$ cat src/sv/c_subset_token_scanner_top_macros.svh
// ----------------------------------------------------------------------------
// Token scanner assertion macros
// Shared concurrent assertion forms for the token scanner modules.
// ----------------------------------------------------------------------------
`ifndef C_SUBSET_TOKEN_SCANNER_TOP_MACROS_SVH
`define C_SUBSET_TOKEN_SCANNER_TOP_MACROS_SVH

// Same-cycle implication, disabled while reset is high.
`define CST_ASSERT_NOW(label, clk, rst, ante, cons) \
   label: assert property (@(posedge clk) disable iff (rst) (ante) |-> (cons)) \
      else $error("token scanner check failed");

// Next-cycle implication, disabled while reset is high.
`define CST_ASSERT_NEXT(label, clk, rst, ante, cons) \
   label: assert property (@(posedge clk) disable iff (rst) (ante) |=> (cons)) \
      else $error("token scanner check failed");

`endif

$ cat src/sv/cst_pkg.sv
// ----------------------------------------------------------------------------
// Token scanner package
// Transaction types, token and scanner codes, and byte classification.
// ----------------------------------------------------------------------------
package cst_pkg;

   localparam int START_W  = 16;
   localparam int LENGTH_W = 8;
   localparam int QUEUE_DEPTH = 4;

   typedef enum logic [3:0] {
      KIND_INT    = 4'd0,
      KIND_RETURN = 4'd1,
      KIND_IDENT  = 4'd2,
      KIND_NUMBER = 4'd3,
      KIND_LPAREN = 4'd4,
      KIND_RPAREN = 4'd5,
      KIND_LBRACE = 4'd6,
      KIND_RBRACE = 4'd7,
      KIND_SEMI   = 4'd8,
      KIND_ERROR  = 4'd9
   } kind_type;

   typedef enum logic [1:0] {
      MODE_IDLE   = 2'd0,
      MODE_WORD   = 2'd1,
      MODE_NUMBER = 2'd2
   } mode_type;

   // Progress of an open word through "int" or "return".
   typedef enum logic [3:0] {
      KW_EMPTY  = 4'd0,
      KW_I      = 4'd1,
      KW_IN     = 4'd2,
      KW_INT    = 4'd3,
      KW_R      = 4'd4,
      KW_RE     = 4'd5,
      KW_RET    = 4'd6,
      KW_RETU   = 4'd7,
      KW_RETUR  = 4'd8,
      KW_RETURN = 4'd9,
      KW_DEAD   = 4'd15
   } kw_type;

   localparam logic OP_BYTE = 1'b0;
   localparam logic OP_END  = 1'b1;

   typedef struct packed {
      logic       op;
      logic [7:0] ch;
   } req_type;

   typedef struct packed {
      kind_type              kind;
      logic [START_W-1:0]    start_res;
      logic [LENGTH_W-1:0]   length;
      logic [7:0]            bad_char;
      logic                  last_of_run;
   } rsp_type;

   // One queue entry holds every result of one input transaction.
   typedef struct packed {
      logic    two;
      rsp_type first;
      rsp_type second;
   } entry_type;

   function automatic logic cst_is_alpha(input logic [7:0] c);
      return (c inside {[8'h41:8'h5A], [8'h61:8'h7A], 8'h5F});
   endfunction

   function automatic logic cst_is_digit(input logic [7:0] c);
      return (c inside {[8'h30:8'h39]});
   endfunction

   function automatic logic cst_is_space(input logic [7:0] c);
      return (c inside {8'h20, [8'h09:8'h0D]});
   endfunction

   function automatic logic cst_is_punct(input logic [7:0] c);
      return (c inside {8'h28, 8'h29, 8'h7B, 8'h7D, 8'h3B});
   endfunction

   function automatic kind_type cst_punct_kind(input logic [7:0] c);
      kind_type k;
      case (c)
         8'h28:   k = KIND_LPAREN;
         8'h29:   k = KIND_RPAREN;
         8'h7B:   k = KIND_LBRACE;
         8'h7D:   k = KIND_RBRACE;
         8'h3B:   k = KIND_SEMI;
         default: k = KIND_ERROR;
      endcase
      return k;
   endfunction

   function automatic kw_type cst_kw_next(input kw_type kw, input logic [7:0] c);
      kw_type n;
      case (kw)
         KW_EMPTY: n = (c == 8'h69) ? KW_I : ((c == 8'h72) ? KW_R : KW_DEAD);
         KW_I:     n = (c == 8'h6E) ? KW_IN : KW_DEAD;
         KW_IN:    n = (c == 8'h74) ? KW_INT : KW_DEAD;
         KW_R:     n = (c == 8'h65) ? KW_RE : KW_DEAD;
         KW_RE:    n = (c == 8'h74) ? KW_RET : KW_DEAD;
         KW_RET:   n = (c == 8'h75) ? KW_RETU : KW_DEAD;
         KW_RETU:  n = (c == 8'h72) ? KW_RETUR : KW_DEAD;
         KW_RETUR: n = (c == 8'h6E) ? KW_RETURN : KW_DEAD;
         default:  n = KW_DEAD;
      endcase
      return n;
   endfunction

endpackage

$ cat src/sv/cst_front.sv
// ----------------------------------------------------------------------------
// Token scanner front end
// Classifies each byte, tracks the open token and builds at most one queue entry.
// ----------------------------------------------------------------------------
module cst_front #(
   parameter int POSITION_BITS = 16,
   parameter int LENGTH_BITS   = 8
) (
   input  logic               clock,
   input  logic               reset,
   input  logic               req_valid,
   output logic               req_ready,
   input  cst_pkg::req_type   req_data,
   input  logic               q_full,
   output logic               push,
   output cst_pkg::entry_type push_entry
);
   import cst_pkg::*;

   mode_type                 mode_ff, mode_in;
   logic [POSITION_BITS-1:0] start_ff, start_in;
   logic [LENGTH_BITS-1:0]   len_ff, len_in;
   kw_type                   kw_ff, kw_in;
   logic [POSITION_BITS-1:0] pos_ff, pos_in;
   logic                     halted_ff, halted_in;

   logic       acc, byte_step, extend, do_close, do_emit_byte;
   logic       c_alpha, c_digit, c_space, c_punct, c_unknown;
   logic [7:0] c;
   rsp_type    closed_tok, byte_tok;

   assign req_ready = !q_full;
   assign acc       = req_valid && req_ready;
   assign c         = req_data.ch;

   // Byte classification and transaction events.
   always_comb begin
      c_alpha   = cst_is_alpha(c);
      c_digit   = cst_is_digit(c);
      c_space   = cst_is_space(c);
      c_punct   = cst_is_punct(c);
      c_unknown = !(c_alpha || c_digit || c_space || c_punct);
      byte_step = acc && (req_data.op == OP_BYTE) && !halted_ff;
      extend    = ((mode_ff == MODE_WORD) && (c_alpha || c_digit)) ||
                  ((mode_ff == MODE_NUMBER) && c_digit);
      do_close  = (mode_ff != MODE_IDLE) &&
                  ((acc && (req_data.op == OP_END) && !halted_ff) ||
                   (byte_step && !extend));
      do_emit_byte = byte_step && !extend && (c_punct || c_unknown);
   end

   // Next state.
   always_comb begin
      mode_in   = mode_ff;
      start_in  = start_ff;
      len_in    = len_ff;
      kw_in     = kw_ff;
      pos_in    = pos_ff;
      halted_in = halted_ff;
      if (acc && (req_data.op == OP_END)) begin
         mode_in   = MODE_IDLE;
         start_in  = '0;
         len_in    = '0;
         kw_in     = KW_EMPTY;
         pos_in    = '0;
         halted_in = 1'b0;
      end else if (byte_step) begin
         if (pos_ff != {POSITION_BITS{1'b1}}) begin
            pos_in = pos_ff + POSITION_BITS'(1);
         end
         if (extend) begin
            if (len_ff != {LENGTH_BITS{1'b1}}) begin
               len_in = len_ff + LENGTH_BITS'(1);
            end
            if (mode_ff == MODE_WORD) begin
               kw_in = cst_kw_next(kw_ff, c);
            end
         end else begin
            mode_in  = MODE_IDLE;
            start_in = '0;
            len_in   = '0;
            kw_in    = KW_EMPTY;
            if (c_alpha) begin
               mode_in  = MODE_WORD;
               start_in = pos_ff;
               len_in   = {{(LENGTH_BITS-1){1'b0}}, 1'b1};
               kw_in    = cst_kw_next(KW_EMPTY, c);
            end else if (c_digit) begin
               mode_in  = MODE_NUMBER;
               start_in = pos_ff;
               len_in   = {{(LENGTH_BITS-1){1'b0}}, 1'b1};
            end else if (c_unknown) begin
               halted_in = 1'b1;
            end
         end
      end
   end

   // Outputs: the token being closed and the token made by this byte.
   always_comb begin
      if (mode_ff == MODE_NUMBER) begin
         closed_tok.kind = KIND_NUMBER;
      end else if (kw_ff == KW_INT) begin
         closed_tok.kind = KIND_INT;
      end else if (kw_ff == KW_RETURN) begin
         closed_tok.kind = KIND_RETURN;
      end else begin
         closed_tok.kind = KIND_IDENT;
      end
      closed_tok.start_res   = START_W'(start_ff);
      closed_tok.length      = LENGTH_W'(len_ff);
      closed_tok.bad_char    = 8'h00;
      closed_tok.last_of_run = !do_emit_byte;

      byte_tok.kind        = c_unknown ? KIND_ERROR : cst_punct_kind(c);
      byte_tok.start_res   = START_W'(pos_ff);
      byte_tok.length      = {{(LENGTH_W-1){1'b0}}, 1'b1};
      byte_tok.bad_char    = c_unknown ? c : 8'h00;
      byte_tok.last_of_run = 1'b1;

      push              = do_close || do_emit_byte;
      push_entry.two    = do_close && do_emit_byte;
      push_entry.first  = do_close ? closed_tok : byte_tok;
      push_entry.second = byte_tok;
   end

   always_ff @(posedge clock) begin
      if (reset) begin
         mode_ff   <= MODE_IDLE;
         start_ff  <= '0;
         len_ff    <= '0;
         kw_ff     <= KW_EMPTY;
         pos_ff    <= '0;
         halted_ff <= 1'b0;
      end else begin
         mode_ff   <= mode_in;
         start_ff  <= start_in;
         len_ff    <= len_in;
         kw_ff     <= kw_in;
         pos_ff    <= pos_in;
         halted_ff <= halted_in;
      end
   end

endmodule

$ cat src/sv/cst_queue.sv
// ----------------------------------------------------------------------------
// Token scanner entry queue
// Small FIFO of result entries between the front end and the output stage.
// ----------------------------------------------------------------------------
`include "c_subset_token_scanner_top_macros.svh"

module cst_queue (
   input  logic               clock,
   input  logic               reset,
   input  logic               push,
   input  cst_pkg::entry_type push_entry,
   output logic               full,
   input  logic               pop,
   output logic               head_valid,
   output cst_pkg::entry_type head_entry
);
   import cst_pkg::*;

   localparam int PTR_W = $clog2(QUEUE_DEPTH);
   localparam int CNT_W = $clog2(QUEUE_DEPTH + 1);

   entry_type        store_ff [QUEUE_DEPTH];
   logic [PTR_W-1:0] wr_ptr_ff, wr_ptr_in;
   logic [PTR_W-1:0] rd_ptr_ff, rd_ptr_in;
   logic [CNT_W-1:0] count_ff, count_in;

   assign full       = (count_ff == CNT_W'(QUEUE_DEPTH));
   assign head_valid = (count_ff != '0);
   assign head_entry = store_ff[rd_ptr_ff];

   always_comb begin
      wr_ptr_in = wr_ptr_ff;
      rd_ptr_in = rd_ptr_ff;
      count_in  = count_ff;
      if (push) begin
         wr_ptr_in = (wr_ptr_ff == PTR_W'(QUEUE_DEPTH - 1)) ? '0 : wr_ptr_ff + PTR_W'(1);
      end
      if (pop) begin
         rd_ptr_in = (rd_ptr_ff == PTR_W'(QUEUE_DEPTH - 1)) ? '0 : rd_ptr_ff + PTR_W'(1);
      end
      if (push && !pop) begin
         count_in = count_ff + CNT_W'(1);
      end else if (pop && !push) begin
         count_in = count_ff - CNT_W'(1);
      end
   end

   always_ff @(posedge clock) begin
      if (reset) begin
         wr_ptr_ff <= '0;
         rd_ptr_ff <= '0;
         count_ff  <= '0;
      end else begin
         wr_ptr_ff <= wr_ptr_in;
         rd_ptr_ff <= rd_ptr_in;
         count_ff  <= count_in;
      end
   end

   always_ff @(posedge clock) begin
      if (push) begin
         store_ff[wr_ptr_ff] <= push_entry;
      end
   end

   `CST_ASSERT_NOW(a_no_push_full, clock, reset, push, !full)
   `CST_ASSERT_NOW(a_no_pop_empty, clock, reset, pop, head_valid)
   `CST_ASSERT_NOW(a_empty_ptrs, clock, reset, count_ff == '0, wr_ptr_ff == rd_ptr_ff)

endmodule

$ cat src/sv/cst_back.sv
// ----------------------------------------------------------------------------
// Token scanner output stage
// Unpacks queue entries into one result transaction per cycle while rsp_ready is high.
// ----------------------------------------------------------------------------
`include "c_subset_token_scanner_top_macros.svh"

module cst_back (
   input  logic               clock,
   input  logic               reset,
   input  logic               head_valid,
   input  cst_pkg::entry_type head_entry,
   output logic               pop,
   output logic               rsp_valid,
   input  logic               rsp_ready,
   output cst_pkg::rsp_type   rsp_data
);
   import cst_pkg::*;

   logic    out_valid_ff, out_valid_in;
   rsp_type out_ff, out_in;
   logic    pend_valid_ff, pend_valid_in;
   rsp_type pend_ff, pend_in;
   logic    advance;

   assign advance   = !out_valid_ff || rsp_ready;
   assign pop       = advance && !pend_valid_ff && head_valid;
   assign rsp_valid = out_valid_ff;
   assign rsp_data  = out_ff;

   always_comb begin
      out_valid_in  = out_valid_ff;
      out_in        = out_ff;
      pend_valid_in = pend_valid_ff;
      pend_in       = pend_ff;
      if (advance) begin
         if (pend_valid_ff) begin
            out_valid_in  = 1'b1;
            out_in        = pend_ff;
            pend_valid_in = 1'b0;
         end else if (head_valid) begin
            out_valid_in  = 1'b1;
            out_in        = head_entry.first;
            pend_valid_in = head_entry.two;
            pend_in       = head_entry.second;
         end else begin
            out_valid_in = 1'b0;
         end
      end
   end

   always_ff @(posedge clock) begin
      if (reset) begin
         out_valid_ff  <= 1'b0;
         pend_valid_ff <= 1'b0;
      end else begin
         out_valid_ff  <= out_valid_in;
         pend_valid_ff <= pend_valid_in;
      end
   end

   always_ff @(posedge clock) begin
      out_ff  <= out_in;
      pend_ff <= pend_in;
   end

   `CST_ASSERT_NOW(a_pend_behind_out, clock, reset, pend_valid_ff, out_valid_ff)
   `CST_ASSERT_NOW(a_pend_first_not_last, clock, reset, pend_valid_ff,
                   !out_ff.last_of_run && pend_ff.last_of_run)
   `CST_ASSERT_NEXT(a_second_follows, clock, reset,
                    rsp_valid && rsp_ready && !rsp_data.last_of_run, rsp_valid)

endmodule

$ cat src/sv/c_subset_token_scanner_top.sv
// The first result passes from the queue into the output register, and the
// second result of a two-result transaction follows from the pending register.
// Throughput: one input transaction per cycle while the four-entry queue has room; the
// output stage sends at most one result per cycle, which sets the long-run rate.
// Reset (synchronous, active high) returns the scanner to idle at offset zero, not halted,
// and empties the queue and output stage.
// ----------------------------------------------------------------------------
// C subset token scanner
// Streams source bytes in and emits keyword, identifier, integer, punctuation
// and error tokens as kind, start offset and length.
// ----------------------------------------------------------------------------
module c_subset_token_scanner_top #(
   parameter int POSITION_BITS = 16,
   parameter int LENGTH_BITS   = 8
) (
   input  logic             clock,
   input  logic             reset,
   input  logic             req_valid,
   output logic             req_ready,
   input  cst_pkg::req_type req_data,
   output logic             rsp_valid,
   input  logic             rsp_ready,
   output cst_pkg::rsp_type rsp_data
);
   import cst_pkg::*;

   // The front end takes one byte transaction per cycle whenever the queue has
   // room. It keeps the open-token state (mode, start, length, keyword progress),
   // the running byte offset and the halted flag, and turns each transaction into
   // at most one queue entry holding its one or two results.
   logic      push;
   entry_type push_entry;
   logic      q_full;

   // The queue decouples scanning from the result channel, so a stalled
   // consumer does not stall the byte stream until the queue fills.
   logic      head_valid;
   entry_type head_entry;
   logic      pop;

   cst_front #(
      .POSITION_BITS (POSITION_BITS),
      .LENGTH_BITS   (LENGTH_BITS)
   ) u_front (
      .clock      (clock),
      .reset      (reset),
      .req_valid  (req_valid),
      .req_ready  (req_ready),
      .req_data   (req_data),
      .q_full     (q_full),
      .push       (push),
      .push_entry (push_entry)
   );

   cst_queue u_queue (
      .clock      (clock),
      .reset      (reset),
      .push       (push),
      .push_entry (push_entry),
      .full       (q_full),
      .pop        (pop),
      .head_valid (head_valid),
      .head_entry (head_entry)
   );

   // The output stage presents results from a register, with a second
   // register holding the trailing result of a two-result entry.
   cst_back u_back (
      .clock      (clock),
      .reset      (reset),
      .head_valid (head_valid),
      .head_entry (head_entry),
      .pop        (pop),
      .rsp_valid  (rsp_valid),
      .rsp_ready  (rsp_ready),
      .rsp_data   (rsp_data)
   );

endmodule
$ cat config.mk
export PLATFORM = sky130hd
export DESIGN_NAME = c_subset_token_scanner_top
export DESIGN_NICKNAME = d
export VERILOG_FILES = /design/src/sv/cst_pkg.sv /design/src/sv/cst_front.sv /design/src/sv/cst_queue.sv /design/src/sv/cst_back.sv /design/src/sv/c_subset_token_scanner_top.sv
export VERILOG_INCLUDE_DIRS = /design/src /design/src/sv
export SDC_FILE = /design/constraint.sdc
export NUM_CORES = 1
export LEC_CHECK = 0
export BUFFER_PORTS_ARGS = -buffer_cell sky130_fd_sc_hd__buf_4
export CAP_MARGIN = 10
export CORE_MARGIN = 3
export CORE_UTILIZATION = 60
export DETAILED_ROUTE_END_ITERATION = 10
export HOLD_SLACK_MARGIN = 0.03
export PLACE_DENSITY = 0.77
export SLEW_MARGIN = 20
export SYNTH_ARGS = -nofsm -noshare
export SYNTH_HDL_FRONTEND = slang
export SYNTH_SLANG_ARGS = --single-unit
$ cat constraint.sdc
create_clock -name clock -period 5.1 [get_ports clock]
set_input_delay 0.51 -clock clock [delete_from_list [all_inputs] [get_ports clock]]
set_output_delay 0.51 -clock clock [all_outputs]
set_load 0.01 [all_outputs]
# ---- Word level (Yosys, flattened, before mapping)
# Memory sizes are Yosys's and may differ from the RTL's. A register that Yosys moved wholly into a read port is not among the register bits.
# Cells that the tools add are included.
dict set report totals {
  memories 1
  output_inout_bits 39
  elab_cells 167
  ff_bits 130
  ram_bits 264
  input_bits 13
}
# memory words word_bits rd rd_clocked_by_memory_dff write_ports line
set memory_table {}
lappend memory_table {u_queue.store_ff 4 66 1 1 1 cst_queue.sv:22} ;# entry_type store_ff [QUEUE_DEPTH];
dict set report classes {
  order_cmp 8
  add_sub_neg 6
  n_bitwise 6
  reduce_logical 52
  n_mux 42
  eq_ne 31
}
# op count
set op_table {}
lappend op_table {{two-way mux 37 bit} 3}
lappend op_table {{== test 8 x 7 -> 1 bit (second input constant)} 9}
lappend op_table {{two-way mux 4 bit} 13}
lappend op_table {{== test 8 x 6 -> 1 bit (second input constant)} 4}
lappend op_table {{two-way mux 16 bit} 2}
lappend op_table {{two-way mux 8 bit} 4}
lappend op_table {{case mux 4 bit (8 select lines)} 1}
lappend op_table {{case mux 4 bit (5 select lines)} 1}
lappend op_table {{logical AND 1 bit} 19}
lappend op_table {{adder 16 x 1 -> 16 bit (second input constant)} 1}
lappend op_table {{== test 4 x 3 -> 1 bit (second input constant)} 4}
lappend op_table {{>= comparator 8 x 7 -> 1 bit (second input constant)} 2}
lappend op_table {{<= comparator 8 x 7 -> 1 bit (second input constant)} 2}
lappend op_table {{inequality test 16 bit (second input constant)} 1}
lappend op_table {{two-way mux 2 bit} 7}
lappend op_table {{two-way mux 3 bit} 4}
lappend op_table {{AND reduction 2 bit} 5}
lappend op_table {{logical NOT 1 bit} 9}
lappend op_table {{adder 8 x 1 -> 8 bit (second input constant)} 1}
lappend op_table {{== test 4 x 2 -> 1 bit (second input constant)} 2}
lappend op_table {{== test 4 bit (second input constant)} 2}
lappend op_table {{>= comparator 8 x 4 -> 1 bit (second input constant)} 1}
lappend op_table {{>= comparator 8 x 6 -> 1 bit (second input constant)} 1}
lappend op_table {{<= comparator 8 x 4 -> 1 bit (second input constant)} 1}
lappend op_table {{other kinds (20)} 46}

# ---- Depth between registers and ports, before layout
dict set report depth {
  depth_word 15
  depth_mapped 12
  ltp_nobuf 10
}

# ---- By module
# From an unflattened synthesis, not the netlist that was laid out.
dict set report hier_totals {
  cells_unflattened 1012
  hier_area_um2 17519.3
}
# mod area_per_inst_um2 n_inst seq_area_each_um2 cells_per_inst
set by_module_without_submodules {}
lappend by_module_without_submodules {cst_queue 11259.5 1 9188.8 435}
lappend by_module_without_submodules {cst_front 3438.3 1 940.9 448}
lappend by_module_without_submodules {cst_back 2821.5 1 2262.2 129}

# ---- Worst setup path after synthesis
# OpenSTA, ideal clock, no wires.
dict set report synth_path {
  path_kind {input -> register}
  start {input rsp_ready}
  end {register u_queue.count_ff[2]}
  path_buffers 0
  setup_slack_ns 0.981
  arrival_ns 4.049
  required_time_ns 5.029
  stages 9
  setup_ns 0.071
  path_cell_list {nor2b_1 > nor3_1 > inv_1 > ha_1 > inv_1 > fa_1 > xor2_1 > or3_1 > a21oi_1}
}
dict set report synth_via {
  elab_chain_len 6
  word_cells_on_any_way 8
  cone_classes {1 x mux; 7 x reduce/logical}
}
# element line
set synth_lines {}
lappend synth_lines {{from (decl)} c_subset_token_scanner_top.sv:22} ;# input logic rsp_ready,
lappend synth_lines {{logical OR 1 bit (*)} cst_back.sv:25} ;# assign advance = !out_valid_ff || rsp_ready;
lappend synth_lines {{logical AND 1 bit (*) (2 in a row)} cst_back.sv:26} ;# assign pop = advance && !pend_valid_ff && head_valid;
lappend synth_lines {{via pop} c_subset_token_scanner_top.sv:39} ;# logic pop;
lappend synth_lines {{logical NOT 1 bit} cst_queue.sv:41} ;# if (push && !pop) begin
lappend synth_lines {{logical AND 1 bit} cst_queue.sv:41}
lappend synth_lines {{two-way mux 3 bit / nonzero test 2 bit (equally long branches)} -}
lappend synth_lines {{to (signal assigned)} cst_queue.sv:56} ;# count_ff <= count_in;
lappend synth_lines {{to (decl)} cst_queue.sv:25} ;# logic [CNT_W-1:0] count_ff, count_in;
# The timed path passes the listed nets; every way through them passes the cells marked *.
# A chain may end at the register's enable or synchronous reset.

==> flow_metrics.py <==
metrics = {
    "timing": {
        "period_needed_ns": 2.908,
        "fin_worst_skew_ns": 0.01156,
        "worst_slew_margin_rel_pct": 34.59,
        "hold_violations_final": 0,
        "setup_viol": 0,
        "timing.setup.tns_ns": 0,
        "min_period_over_period_pct": 57.02,
        "setup_repair_after_global_routing_missed_its_margin": "false",
        "transition_time_at_the_pin_with_the_least_slew_margin_ns": 0.9811,
        "timing.fmax_mhz": 343.9,
        "final_max_slew_viol_count": 0,
    },
    "finish": {
        "flow.area_growth_from_synthesis_pct": 12.70,
        "antenna_cells": 0,
        "num-nets-final": 958,
        "drive_gt1_share_pct": 26.01,
        "final-instance-count-excl-fill": 1295,
        "final_common_cell": "sky130_fd_sc_hd__edfxtp_1",
        "mostFrequentLayoutCells": "329 x sky130_fd_sc_hd__edfxtp_1, 66 x sky130_fd_sc_hd__mux4_2, 59 x sky130_fd_sc_hd__buf_4",
        "final_design_area_no_fill_um2": 17550,
    },
    "yosys": {
        "number_of_unique_standard_cell_types_used_by_synthesis": 79,
        "yosys.area_share.adder_pct": 0.7714,
        "yosys_register_bits": 387,
        "post_synth_xor_area_fraction_pct": 1.237,
        "synth.cell_area_um2": 15570,
        "synth-main-ff-cell": "sky130_fd_sc_hd__edfxtp_1",
        "postSynth.asyncResetShare_pct": 0,
        "syn-instance-count": 879,
        "synth_sequential_area_ratio_pct": 70.90,
        "share_of_synthesized_cell_area_in_and_or_nand_and_nor_gates_pct": 7.609,
        "syn_nets": 901,
        "synth-compound-area-share_pct": 4.652,
        "yosysWarnings": 0,
        "per_instance_average_area_after_synthesis_um2": 17.71,
        "synth-edff-count": 329,
        "main_combinational_cell_family_by_area_after_synthesis": "multiplexers",
        "multiplexer_share_of_the_synthesized_area_pct": 13.04,
    },
    "floorplan": {
        "core_region_area_um2": 25330,
        "io_pins": 52,
        "floorplan.die.height_um": 167.1,
        "placement_rows": 58,
        "die_area_um2": 27920,
        "initial_utilization_pct": 61.48,
        "die-width_um": 167.1,
    },
    "clocking": {
        "number_of_buffers_between_clock_root_and_the_deepest_sink": 3,
        "cts.repair_timing.setup_buffer_count": 0,
        "cts_max_level": 2,
        "hold_buffers": 0,
        "tritoncts": "yes",
        "post_cts.resized_instances": 0,
        "number_of_buffers_created_by_cts": 39,
        "cts.root.buffer_cell": "sky130_fd_sc_hd__clkbuf_16",
        "cts.reportedPaths.clkPinSlew_ns": 0.06,
        "clock_sinks": 387,
        "clock_latency_ns": 0.51,
    },
    "route": {
        "drt-total-wl_um": 29670,
        "drt-vias-per-instance": 6.136,
        "drt-wirelength-per-cell_um": 22.91,
        "routed-via-count": 7946,
        "detail_route.drc_violations": 0,
        "antenna_left": 0,
        "dr.first_iter.drc_count": 771,
        "drt_pre_antenna_iters": 5,
    },
    "worst_setup_path": {
        "critPathKind": "reg2reg",
        "cp_max_fo": 21,
        "worstSetupStartpointType": "flip-flop",
        "cp-end-kind": "flip-flop",
        "worstPathArrival_ns": 3.16,
        "worst-endpoint-required_ns": 5.35,
    },
    "placement": {
        "place.gp.congestion": 0.8559,
        "detailed_place.area_um2": 16290,
        "io_buffer_count": 51,
        "numPlacedInstances": 1224,
        "post-dp-hpwl_um": 16490,
    },
    "global_routing": {
        "grt_overflow_total": 0,
        "grt_max_degree": 54,
        "grt_pass1_vias": 8283,
        "grt_first_pass_wirelength_um": 47180,
        "gr-usage-all-layers_pct": 21.53,
        "initial_antenna_violation_count": 0,
    },
    "min_path": {
        "holdCritPathClass": "in2reg",
    },
    "pwr": {
        "irDropWorstVdd_v": 0.0004084,
        "power.density_nw_per_um2": 491.2,
        "power.static_leakage_nw": 5.815,
    },
    "status": {
        "status": "finished, final reports clean",
    },
    "run": {
        "cap_viol_max_count": 0,
    },
}
[power breakdown]
part | switching [W] | internal (W)
registers | 0.000219 | 0.00399
clock network | 0.00110 | 0.00166
logic | 0.000866 | 0.000790
total | 0.00218 | 0.00644
[Yosys cell counts, types with 7 or more instances]
cell type                  number  area share [%]
sky130_fd_sc_hd__a21oi_1       16            0.51
sky130_fd_sc_hd__a22o_1        16            0.90
sky130_fd_sc_hd__and2_1        25             1.0
sky130_fd_sc_hd__and3_1        17            0.68
sky130_fd_sc_hd__buf_2         18            0.58
sky130_fd_sc_hd__clkbuf_1      19            0.46
sky130_fd_sc_hd__dfxtp_1       58             7.5
sky130_fd_sc_hd__edfxtp_1     329              63
sky130_fd_sc_hd__ha_1           8            0.64
sky130_fd_sc_hd__inv_1          7            0.17
sky130_fd_sc_hd__mux2_1         7            0.51
sky130_fd_sc_hd__mux2_2        36             2.6
sky130_fd_sc_hd__mux4_2        66             9.5
sky130_fd_sc_hd__nand2_1       19            0.46
sky130_fd_sc_hd__nand2b_1       8            0.32
sky130_fd_sc_hd__nand3_1        7            0.22
sky130_fd_sc_hd__nor2_1        54             1.3
sky130_fd_sc_hd__nor2b_1       13            0.52
sky130_fd_sc_hd__nor3_1        12            0.39
sky130_fd_sc_hd__xnor2_1       10            0.56
sky130_fd_sc_hd__xor2_1        12            0.67
[worst max-delay path, stage by stage (launching register included)]
cell and delay (ns):
sky130_fd_sc_hd__dfxtp_1 0.43, sky130_fd_sc_hd__or3b_1 0.29, sky130_fd_sc_hd__nand3b_1 0.18, sky130_fd_sc_hd__a211oi_1 0.48, sky130_fd_sc_hd__a21o_1 0.79, sky130_fd_sc_hd__mux2_2 0.45
[registers in the layout, summed over array words and instances, names as in the netlist, 3 cells and up, named ones only]
| signal | count |
|---|---|
| u_back.pend_ff | 28 |
| u_back.rsp_data | 37 |
| u_front.kw_ff | 4 |
| u_front.len_ff | 8 |
| u_front.pos_ff | 16 |
| u_front.start_ff | 16 |
| u_queue.count_ff | 3 |
| u_queue.store_ff | 264 |
[routing by layer]
metal | global-route usage (%) | share of wire, % | vias to the layer above
li1 | - | - | 3608
met1 | 30.48 | 43 | 4026
met2 | 35.70 | 50 | 246
met3 | 3.636 | 5.2 | 66
met4 | 5.416 | 2.0 | 0
met5 | 0 | 0 | -
[area by class of cell]
cell class	count	area, µm²
sequential	387	11050
fill	1589	7779
multi-input combinational	437	4284
clock buffer	57	1074
timing repair buffer	64	538.0
tap	330	412.9
clock inverter	13	166.4
inverter	7	26.28
[cell families (layout without fill, tap and decap cells)]
family | Yosys count | count (layout)
AOI/OAI and AO/OA | 89 | 89
muxes | 115 | 115
adders and majority gates | 9 | 9
DFF | 387 | 387
xor gates and xnor gates | 22 | 22
and+or+nand+nor | 202 | 202
buffers and inverters | 55 | 141
[path summary, 6_finish.rpt]
kind	from	to	slack (ns)	cells after the start
worst min-delay path	reset	u_back.pend_valid_ff	0.26	2
worst min register to register	u_front.start_ff[15]	u_front.start_ff[15]	0.48	1
worst max register to register	u_queue.count_ff[0]	u_queue.store_ff[1][53]	2.19	5
worst max-delay path	u_queue.count_ff[0]	u_queue.store_ff[1][53]	2.19	5
[per-stage QoR]
stage | total power [W] | hold slack, ns | setup slack, ns | util, %
3_5_place_dp | 0.005938 | 0.4613 | 1.839 | 64.30
2_1_floorplan | 0.005300 | 0.4416 | 0.9808 | -
6_report | 0.008620 | 0.2622 | 2.192 | 69.29
4_1_cts | 0.008698 | 0.2425 | 2.181 | 69.20
5_1_grt | 0.008973 | 0.2541 | 1.974 | 69.29
3_3_place_gp | 0.005900 | 0.4543 | 1.874 | 64.30
Power figures use the tool's default switching activity.
